$ cat config.mk
export PLATFORM = sky130hd
export DESIGN_NAME = cscan_disk_scheduler
export DESIGN_NICKNAME = d
export VERILOG_FILES = /design/src/csd_pkg.sv /design/src/csd_ram.sv /design/src/cscan_disk_scheduler.sv
export SDC_FILE = /design/constraint.sdc
export NUM_CORES = 1
export LEC_CHECK = 0
export BUFFER_PORTS_ARGS = -buffer_cell sky130_fd_sc_hd__buf_2
export CORE_MARGIN = 2
export CORE_UTILIZATION = 50
export CTS_BUF_LIST = sky130_fd_sc_hd__clkbuf_16
export DETAILED_ROUTE_END_ITERATION = 8
export HOLD_SLACK_MARGIN = 0.12
export PLACE_DENSITY = 0.7
export SETUP_SLACK_MARGIN = 0.2
export SLEW_MARGIN = 20
export SYNTH_ARGS = -nofsm -noshare
export SYNTH_HDL_FRONTEND = slang
export SYNTH_SLANG_ARGS = --single-unit
export TNS_END_PERCENT = 1
$ cat constraint.sdc
create_clock -name clk -period 5.45 [get_ports clk]
set_input_delay 1.3625 -clock clk [delete_from_list [all_inputs] [get_ports clk]]
set_output_delay 1.3625 -clock clk [all_outputs]
set_load 0.05 [all_outputs]
$ cat src/csd_pkg.sv
package csd_pkg;

	localparam int QUEUE_DEPTH = 32;
	localparam int CYL_W       = 16;
	localparam int TOTAL_W     = 22;
	localparam int IDX_W       = (QUEUE_DEPTH > 1) ? $clog2(QUEUE_DEPTH) : 1;
	localparam int CNT_W       = $clog2(QUEUE_DEPTH + 1);
	localparam int CFG_IDX_W   = 1;

	localparam logic [CFG_IDX_W-1:0] REG_START_HEAD = 1'd0;
	localparam logic [CFG_IDX_W-1:0] REG_DISK_END   = 1'd1;

	localparam logic [CYL_W-1:0] START_HEAD_RST = '0;
	localparam logic [CYL_W-1:0] DISK_END_RST   = '1;

	typedef enum logic [2:0] {
		ST_LOAD,
		ST_SCAN,
		ST_DIST,
		ST_SUM,
		ST_EMIT
	} state_t;

	typedef enum logic [1:0] {
		PH_UP,
		PH_WRAP,
		PH_LOW
	} phase_t;

endpackage

$ cat src/csd_ram.sv
module csd_ram #(
	parameter int WIDTH = 16,
	parameter int DEPTH = 32,
	parameter int AW    = (DEPTH > 1) ? $clog2(DEPTH) : 1
) (
	input  logic             clk,
	input  logic             we,
	input  logic [AW-1:0]    waddr,
	input  logic [WIDTH-1:0] wdata,
	input  logic [AW-1:0]    raddr,
	output logic [WIDTH-1:0] rdata
);

	logic [WIDTH-1:0] mem_q [DEPTH];
	logic [WIDTH-1:0] rdata_q;

	always_ff @(posedge clk) begin
		if (we) begin
			mem_q[waddr] <= wdata;
		end
		rdata_q <= mem_q[raddr];
	end

	assign rdata = rdata_q;

endmodule

$ cat src/cscan_disk_scheduler.sv
// Requests load at one per cycle while the block is in its load state.
// After the last request of a batch of n stored requests, n + 2 moves follow;
// each move is a scan of the request RAM through one shared key comparator,
// then a distance step, a running-sum step and an emit step that waits for move_ready.
// Reset clears control state and registers; the request RAM is not cleared.
module cscan_disk_scheduler (
	input  logic                                 clk,
	input  logic                                 arst_n,
	input  logic                                 cfg_we,
	input  logic [csd_pkg::CFG_IDX_W-1:0]        cfg_index,
	input  logic [csd_pkg::CYL_W-1:0]            cfg_data,
	input  logic                                 req_valid,
	output logic                                 req_ready,
	input  logic [csd_pkg::CYL_W-1:0]            cylinder,
	input  logic                                 batch_end,
	output logic                                 move_valid,
	input  logic                                 move_ready,
	output logic [csd_pkg::CYL_W-1:0]            from_cylinder,
	output logic [csd_pkg::CYL_W-1:0]            to_cylinder,
	output logic [csd_pkg::CYL_W-1:0]            move_distance,
	output logic [csd_pkg::TOTAL_W-1:0]          total_seek,
	output logic                                 is_wrap,
	output logic                                 final_move
);

	import csd_pkg::*;

	state_t state_q, state_d;
	phase_t phase_q;

	logic [CYL_W-1:0]   start_head_q;
	logic [CYL_W-1:0]   disk_end_q;
	logic [CNT_W-1:0]   cnt_q;
	logic [CNT_W-1:0]   rem_q;
	logic [CNT_W-1:0]   rd_idx_q;
	logic               cmp_vld_s1;
	logic [IDX_W-1:0]   cmp_idx_s1;
	logic               best_found_q;
	logic [CYL_W:0]     best_key_q;
	logic [IDX_W-1:0]   best_idx_q;
	logic [QUEUE_DEPTH-1:0] served_q;
	logic [CYL_W-1:0]   pos_q;
	logic [CYL_W-1:0]   to_q;
	logic [CYL_W-1:0]   dist_q;
	logic [TOTAL_W-1:0] total_q;
	logic               wrap_q;
	logic               final_q;

	logic               req_acc;
	logic               move_acc;
	logic               ram_we;
	logic [CYL_W-1:0]   ram_rdata;
	logic [CYL_W:0]     cand_key;
	logic               take;
	logic               scan_done;
	logic               store_full;

	csd_ram #(
		.WIDTH (CYL_W),
		.DEPTH (QUEUE_DEPTH)
	) u_req_ram (
		.clk   (clk),
		.we    (ram_we),
		.waddr (cnt_q[IDX_W-1:0]),
		.wdata (cylinder),
		.raddr (rd_idx_q[IDX_W-1:0]),
		.rdata (ram_rdata)
	);

	assign req_acc    = req_valid && req_ready;
	assign move_acc   = move_valid && move_ready;
	assign store_full = (cnt_q == CNT_W'(QUEUE_DEPTH));

	// lower requests sort after all upper ones
	assign cand_key  = {(ram_rdata < start_head_q), ram_rdata};
	assign take      = cmp_vld_s1 && !served_q[cmp_idx_s1] &&
	                   (!best_found_q || (cand_key < best_key_q));
	assign scan_done = (rd_idx_q == cnt_q) && !cmp_vld_s1;

	always_comb begin
		state_d = state_q;
		case (state_q)
			ST_LOAD: if (req_acc && batch_end) state_d = ST_SCAN;
			ST_SCAN: if (scan_done) state_d = ST_DIST;
			ST_DIST: state_d = ST_SUM;
			ST_SUM:  state_d = ST_EMIT;
			ST_EMIT: begin
				if (move_acc) state_d = final_q ? ST_LOAD : ST_SCAN;
			end
			default: state_d = ST_LOAD;
		endcase
	end

	always_comb begin
		req_ready  = (state_q == ST_LOAD);
		move_valid = (state_q == ST_EMIT);
		ram_we     = req_acc && !store_full;
	end

	always_ff @(posedge clk or negedge arst_n) begin
		if (!arst_n) begin
			state_q      <= ST_LOAD;
			phase_q      <= PH_UP;
			start_head_q <= START_HEAD_RST;
			disk_end_q   <= DISK_END_RST;
			cnt_q        <= '0;
			rem_q        <= '0;
			rd_idx_q     <= '0;
			cmp_vld_s1   <= 1'b0;
			cmp_idx_s1   <= '0;
			best_found_q <= 1'b0;
			best_key_q   <= '0;
			best_idx_q   <= '0;
			served_q     <= '0;
			pos_q        <= '0;
			to_q         <= '0;
			dist_q       <= '0;
			total_q      <= '0;
			wrap_q       <= 1'b0;
			final_q      <= 1'b0;
		end else begin
			state_q <= state_d;

			if (cfg_we) begin
				case (cfg_index)
					REG_START_HEAD: start_head_q <= cfg_data;
					REG_DISK_END:   disk_end_q   <= cfg_data;
					default: ;
				endcase
			end

			case (state_q)
				ST_LOAD: begin
					if (req_acc) begin
						if (batch_end) begin
							// open the emission pass over this batch
							rem_q        <= store_full ? cnt_q : cnt_q + CNT_W'(1);
							cnt_q        <= store_full ? cnt_q : cnt_q + CNT_W'(1);
							served_q     <= '0;
							phase_q      <= PH_UP;
							pos_q        <= start_head_q;
							total_q      <= '0;
							rd_idx_q     <= '0;
							cmp_vld_s1   <= 1'b0;
							best_found_q <= 1'b0;
						end else if (!store_full) begin
							cnt_q <= cnt_q + CNT_W'(1);
						end
					end
				end
				ST_SCAN: begin
					if (rd_idx_q != cnt_q) begin
						rd_idx_q   <= rd_idx_q + CNT_W'(1);
						cmp_vld_s1 <= 1'b1;
						cmp_idx_s1 <= rd_idx_q[IDX_W-1:0];
					end else begin
						cmp_vld_s1 <= 1'b0;
					end
					if (take) begin
						best_found_q <= 1'b1;
						best_key_q   <= cand_key;
						best_idx_q   <= cmp_idx_s1;
					end
					if (scan_done) begin
						wrap_q  <= 1'b0;
						final_q <= 1'b0;
						case (phase_q)
							PH_UP: begin
								if (best_found_q && !best_key_q[CYL_W]) begin
									to_q                 <= best_key_q[CYL_W-1:0];
									served_q[best_idx_q] <= 1'b1;
									rem_q                <= rem_q - CNT_W'(1);
								end else begin
									to_q    <= disk_end_q;
									phase_q <= PH_WRAP;
								end
							end
							PH_WRAP: begin
								to_q    <= '0;
								wrap_q  <= 1'b1;
								final_q <= (rem_q == '0);
								phase_q <= PH_LOW;
							end
							PH_LOW: begin
								to_q                 <= best_key_q[CYL_W-1:0];
								served_q[best_idx_q] <= 1'b1;
								rem_q                <= rem_q - CNT_W'(1);
								final_q              <= (rem_q == CNT_W'(1));
							end
							default: phase_q <= PH_UP;
						endcase
					end
				end
				ST_DIST: begin
					dist_q <= (to_q > pos_q) ? (to_q - pos_q) : (pos_q - to_q);
				end
				ST_SUM: begin
					total_q <= total_q + TOTAL_W'(dist_q);
				end
				ST_EMIT: begin
					if (move_acc) begin
						// advance the head and restart the scan
						pos_q        <= to_q;
						rd_idx_q     <= '0;
						cmp_vld_s1   <= 1'b0;
						best_found_q <= 1'b0;
						if (final_q) cnt_q <= '0;
					end
				end
				default: ;
			endcase
		end
	end

	assign from_cylinder = pos_q;
	assign to_cylinder   = to_q;
	assign move_distance = dist_q;
	assign total_seek    = total_q;
	assign is_wrap       = wrap_q;
	assign final_move    = final_q;

endmodule
==> flow_summary.toml, run 1 <==
[run_status]
status = "completed"

[worst_setup_path]
end_kind = "flop"
cp-start-kind = "flop"
cp.arrival_ns = 4.25
r2r_setup_slack_ns = 1.70
cp_max_fo = 22
critical_path_class = "reg -> reg"
critPathRequiredTime_ns = 5.95

[synthesis]
seq_area_frac_synth = 0.653
syn-num-nets = 2112
syn_area_sq_mm = 0.0313
synth_warnings = 0
yosys_register_bits = 716
synth_top_cell_area_share = 0.492
synth_area_per_cell_sq_um = 15.8
yosysUniqueCellTypes = 87
synth_largest_area_cell = "edfxtp_1"
synth-edff-count = 512
async_reset_ff_frac = 0.263
syn_inst = 1980
synth-main-ff-cell = "edfxtp_1"
yosys-top-cells-area = "edfxtp_1 (49%), dfrtp_1 (14%), mux4_2 (12%)"

[timing]
fin_ws_ns = 1.70
slew_violations = 0
fin_crit_sh = 0.688
tightest_slew_ns = 1.02
max_freq_mhz = 267
grt_setup_unrepaired = "no"
maxSlewHeadroom = 0.321
setup_viol = 0
skew_ns = 0.0270
tns_ns = 0
fin_crit_ns = 3.75
hold_viol_final = 0

[floorplanning]
fp-row-count = 91
die_w_um = 254
die_h_um = 254
initial_core_util = 0.506
die-area_sq_mm = 0.0646
core_area_sq_mm = 0.0618
io_pins = 113

[cts]
cts_max_path_buffers = 3
cts_buffers = 76
tritoncts = "yes"
cts_setup_buffers = 0
ctsResizeCount = 0
clk_pin_slew_worst_paths_ns = 0.06
clock-sinks = 716
cts_max_level = 3
clockRootBuffer = "clkbuf_16"
cts_hold_buf = 0
worstSkewPairLatency_ns = 0.63

[drt]
ant_nets = 0
dr.pass1.iters = 5
viasPerCell = 5.92
drc = 0
wl_per_cell_um = 23.9
vias = 17700
drt_wl_total_um = 71500
first_iter_violations = 1850

[power]
power_density_mw_per_mm2 = 570
p_sw_frac = 0.377
power_frac_seq = 0.359
p_sw_uw = 7520
p_comb_frac = 0.400
leakagePower_uw = 0.0130
power.internal_uw = 12400
p_clk_frac = 0.241
ir_drop_mv = 0.486

[global_routing]
grtUsageTotal = 0.226
antenna_found_initial = 2
grt_pass1_wl_um = 108000
grt_max_degree = 116
grt_overflow = 0
grt_pass1_vias = 17600

[cells_and_area]
fin_util = 0.566
num-nets-final = 2225
instances_no_fill = 2992
syn_to_final_growth_pct = 12.0
final_area_sq_mm = 0.0350
drive_gt1_frac = 0.253

[worst_hold_path]
min_path_type = "reg -> reg"

[placement]
place.gp.congestion = 0.922
hpwlAfterDp_um = 45600
dp_cells = 2852
numPortBuffers = 112
dp_slack_ns = 1.44
place_area_sq_mm = 0.0327

[run]
max_cap_viol_count = 0
==> metrics by stage <==
| step | hold slack (ns) | total power, uW |
|---|---|---|
| 3_3_place_gp | 0.465 | 15100 |
| 3_5_place_dp | 0.462 | 15200 |
| 2_1_floorplan | 0.452 | 13000 |
| 5_1_grt | 0.525 | 20900 |
| 6_report | 0.464 | 19900 |
| 4_1_cts | 0.470 | 20000 |
==> cell usage after synthesis, drive strengths merged, types with 18 or more instances <==
| master | n |
|---|---|
| edfxtp | 512 |
| dfrtp | 172 |
| mux4 | 170 |
| nand2 | 120 |
| nor2 | 115 |
| o21ai | 110 |
| ha | 90 |
| inv | 90 |
| a21oi | 89 |
| mux2 | 66 |
| clkbuf | 64 |
| nand3 | 35 |
| buf | 28 |
| a21o | 27 |
| xnor2 | 26 |
| a22oi | 20 |
| and3 | 18 |
==> registers in the layout, indices dropped and copies added, names as in the netlist, 17 cells and up <==
signal and count:
total_seek 22, best_key_q 17, served_q 32, u_req_ram.mem_q 512
==> layout by cell type (no fill, tap or decap), drive strengths merged, types with 18 or more instances in the layout <==
cell	count
a21oi	89
nor2	115
a22oi	20
clkinv	37
inv	111
and3	18
nand2	120
mux4	170
dfrtp	172
o21ai	110
xnor2	26
a21o	27
ha	90
clkbuf	78
mux2	66
edfxtp	512
buf	127
nand3	35
==> path summary, 6_finish.rpt <==
check / from / end / cells past startpoint
worst min register to register: total_seek[21] / total_seek[21] / 1
worst min-delay path: total_seek[21] / total_seek[21] / 1
max in group asynchronous: arst_n / disk_end_q[2] / 2
worst max-delay path: start_head_q[1] / best_key_q[16] / 13
worst max register to register: start_head_q[1] / best_key_q[16] / 13
min in group asynchronous: arst_n / from_cylinder[5] / 1
==> final cells by class <==
type / count / area (sq um)
Fill cell: 4741 / 26800
Sequential cell: 716 / 20400
Multi-Input combinational cell: 1081 / 10200
Clock buffer: 77 / 1930
Tap cell: 837 / 1050
Timing Repair Buffer: 128 / 702
Clock inverter: 60 / 404
Inverter: 90 / 338
Antenna cell: 3 / 7.51
==> critical path: stages, from the launching register on <==
cell      delay, ns
dfrtp_1        0.36
inv_1          0.08
ha_1           0.23
a21o_1         0.15
a21o_1         0.17
a211oi_1       0.21
o21ai_0        0.13
a221o_1        0.30
a311oi_1       0.36
ha_1           0.31
nor2b_1        0.13
o21ai_0        0.18
o211a_2        0.62
mux2_2         0.42
==> power by group through the flow <==
stage,Sequential [uW],Combinational (uW),Clock (uW)
floorplan,7680,5320,0
global placement,7240,7830,0
detailed placement,7270,7920,0
CTS,7160,7980,4870
global route,7250,8550,5110
finish,7160,7980,4810
==> logic make-up after synthesis <==
logic type                 synth area share
AOI/OAI and AO/OA                    0.0644
xor gates and xnor gates             0.0109
adders and majority gates            0.0379
buffers and inverters                0.0252
DFF                                   0.653
muxes                                 0.150
and+or+nand+nor                      0.0582
==> routing by layer <==
metal	wire length [um]	global-route usage	up-vias	part of all wire
li1	-	-	7844	-
met1	30400	0.322	9055	0.43
met2	34300	0.363	710	0.48
met3	4890	0.0347	109	0.068
met4	1900	0.0696	2	0.027
met5	11	0	-	0.00015
No activity file was read; power rests on OpenSTA's default activity.
==> run 2: changes to the inputs <==
- clock period: 5.45 -> 3.6 ns (I/O delays scaled with it)
==> flow_summary.toml, run 2 (same netlist as run 1, synthesis figures left out) <==
[drt]
first_iter_violations = 1634
drt_wl_total_um = 73200
vias = 17900
wl_per_cell_um = 24.0
dr.pass1.iters = 5
drc = 0
viasPerCell = 5.86
ant_nets = 0

[floorplanning]
die-area_sq_mm = 0.0646
die_w_um = 254
initial_core_util = 0.506
core_area_sq_mm = 0.0618
die_h_um = 254
io_pins = 113
fp-row-count = 91

[timing]
skew_ns = 0.0341
tightest_slew_ns = 0.965
tns_ns = 0
fin_ws_ns = 0.200
slew_violations = 0
fin_crit_ns = 3.40
maxSlewHeadroom = 0.357
setup_viol = 0
fin_crit_sh = 0.945
grt_setup_unrepaired = "yes"
max_freq_mhz = 294
hold_viol_final = 0

[worst_setup_path]
cp-start-kind = "flop"
cpMostUsedCell = "a21o_1"
end_kind = "flop"
cp_max_fo = 8
slowest_delay_ns = 0.37
path_delay_family = "compound AO/OA/AOI/OAI gates"
crit_buf_inv = 2
cp.arrival_ns = 3.89
cp_slowest_cell = "dfrtp_1"
crit_chain = "inv_2 -> ha_4 -> a21o_1 -> a21o_1 -> a211oi_2 -> o21ai_1 -> a221o_1 -> a311oi_2 -> ha_1 -> nor2b_4 -> o21ai_2 -> o211a_4 -> buf_12 -> mux2_4"
critPathRequiredTime_ns = 4.09
critical_path_class = "reg -> reg"

[cells_and_area]
largest_reg_flops = 512
regArea_sq_mm = 0.0204
mostFrequentLayoutCells = "edfxtp_1 (512), mux4_2 (170), dfrtp_1 (168), nand2_1 (119), buf_2 (111)"
num-nets-final = 2280
final_common_cell = "edfxtp_1"
top_register = "u_req_ram.mem_q"
fill_cells = 4700
drive_gt1_frac = 0.274
syn_to_final_growth_pct = 14.2
multi_input_area_sq_mm = 0.0102

[cts]
clockRootBuffer = "clkbuf_16"
cts_hold_buf = 0
cts_max_level = 3
tritoncts = "yes"
cts_buffers = 75
worstSkewPairLatency_ns = 0.64
clk_pin_slew_worst_paths_ns = 0.06
cts_max_path_buffers = 3
clock-sinks = 716

[placement]
hpwlAfterDp_um = 44600
numPortBuffers = 112
dp_slack_ns = 0.0223
place.gp.congestion = 0.888

[global_routing]
grtUsageTotal = 0.232
grt_pass1_vias = 18100
grt_pass1_wl_um = 111000
antenna_found_initial = 7
grt_max_degree = 133
grt_overflow = 0

[power]
power_density_mw_per_mm2 = 870
ir_drop_mv = 0.565
leakagePower_uw = 0.0134

[worst_hold_path]
min_path_type = "in -> async"

[run_status]
status = "completed"

[run]
max_cap_viol_count = 0
[run 2: report_power, final]
group | internal (uW) | total, uW | leakage [uW] | switching [uW]
Combinational | 5430 | 12600 | 0.00503 | 7160
Clock | 4400 | 7670 | 0.00128 | 3280
Sequential | 9790 | 10800 | 0.00713 | 1010
Total | 19600 | 31100 | 0.0134 | 11400
[run 2: timing repair]
item / 4_1_cts / 5_1_grt
cloned: 1 / 0
gates resized for setup: 4 / 20
setup buffers: 0 / 1
pin swaps: 3 / 10
endpoints found under the setup margin: 22 / 22
[run 2: path summary, 6_finish.rpt]
path / to / depth (start not counted) / start / slack [ns]
worst min register to register: total_seek[21] / 1 / total_seek[21] / 0.48
max in group asynchronous: served_q[31] / 2 / arst_n / 2.47
worst max-delay path: best_idx_q[2] / 14 / start_head_q[1] / 0.20
worst max register to register: best_idx_q[2] / 14 / start_head_q[1] / 0.20
min in group clk: total_seek[21] / 1 / total_seek[21] / 0.48
worst min-delay path: move_distance[14] / 1 / arst_n / 0.28
[run 2: area by class of cell]
| type | instances | area share |
|---|---|---|
| Timing Repair Buffer | 184 | 0.0333 |
| Inverter | 90 | 0.00946 |
| Sequential cell | 716 | 0.572 |
| Antenna cell | 1 | 0.0000701 |
| Clock inverter | 62 | 0.0160 |
| Multi-Input combinational cell | 1081 | 0.286 |
| Tap cell | 837 | 0.0293 |
| Clock buffer | 76 | 0.0533 |
[run 2: metrics by stage]
step | std cells | area [sq um] | util | total power, uW | hold WS, ns
5_1_grt | 3046 | 35700 | 0.577 | 32600 | 0.319
3_5_place_dp | 2906 | 33100 | 0.535 | 23200 | 0.476
2_1_floorplan | 1980 | 31300 | - | 19700 | 0.452
6_report | 3047 | 35700 | 0.578 | 31100 | 0.281
4_1_cts | 3045 | 35600 | 0.576 | 31000 | 0.302
3_3_place_gp | 2906 | 33100 | 0.535 | 23000 | 0.462
[run 2: per-layer routing]
| metal | vias to the layer above | global-route usage | part of all wire |
|---|---|---|---|
| met3 | 144 | 0.0436 | 0.064 |
| met4 | 8 | 0.0869 | 0.035 |
| met2 | 625 | 0.384 | 0.49 |
| met5 | - | 0 | 0.00071 |
| li1 | 7962 | - | - |
| met1 | 9127 | 0.309 | 0.41 |
[run 2: worst register-to-register path: stages, from the launching register on]
cell and delay (ns):
dfrtp_1 0.37, inv_2 0.08, ha_4 0.19, a21o_1 0.17
a21o_1 0.16, a211oi_2 0.26, o21ai_1 0.08, a221o_1 0.33
a311oi_2 0.30, ha_1 0.30, nor2b_4 0.14, o21ai_2 0.17
o211a_4 0.24, buf_12 0.15, mux2_4 0.31
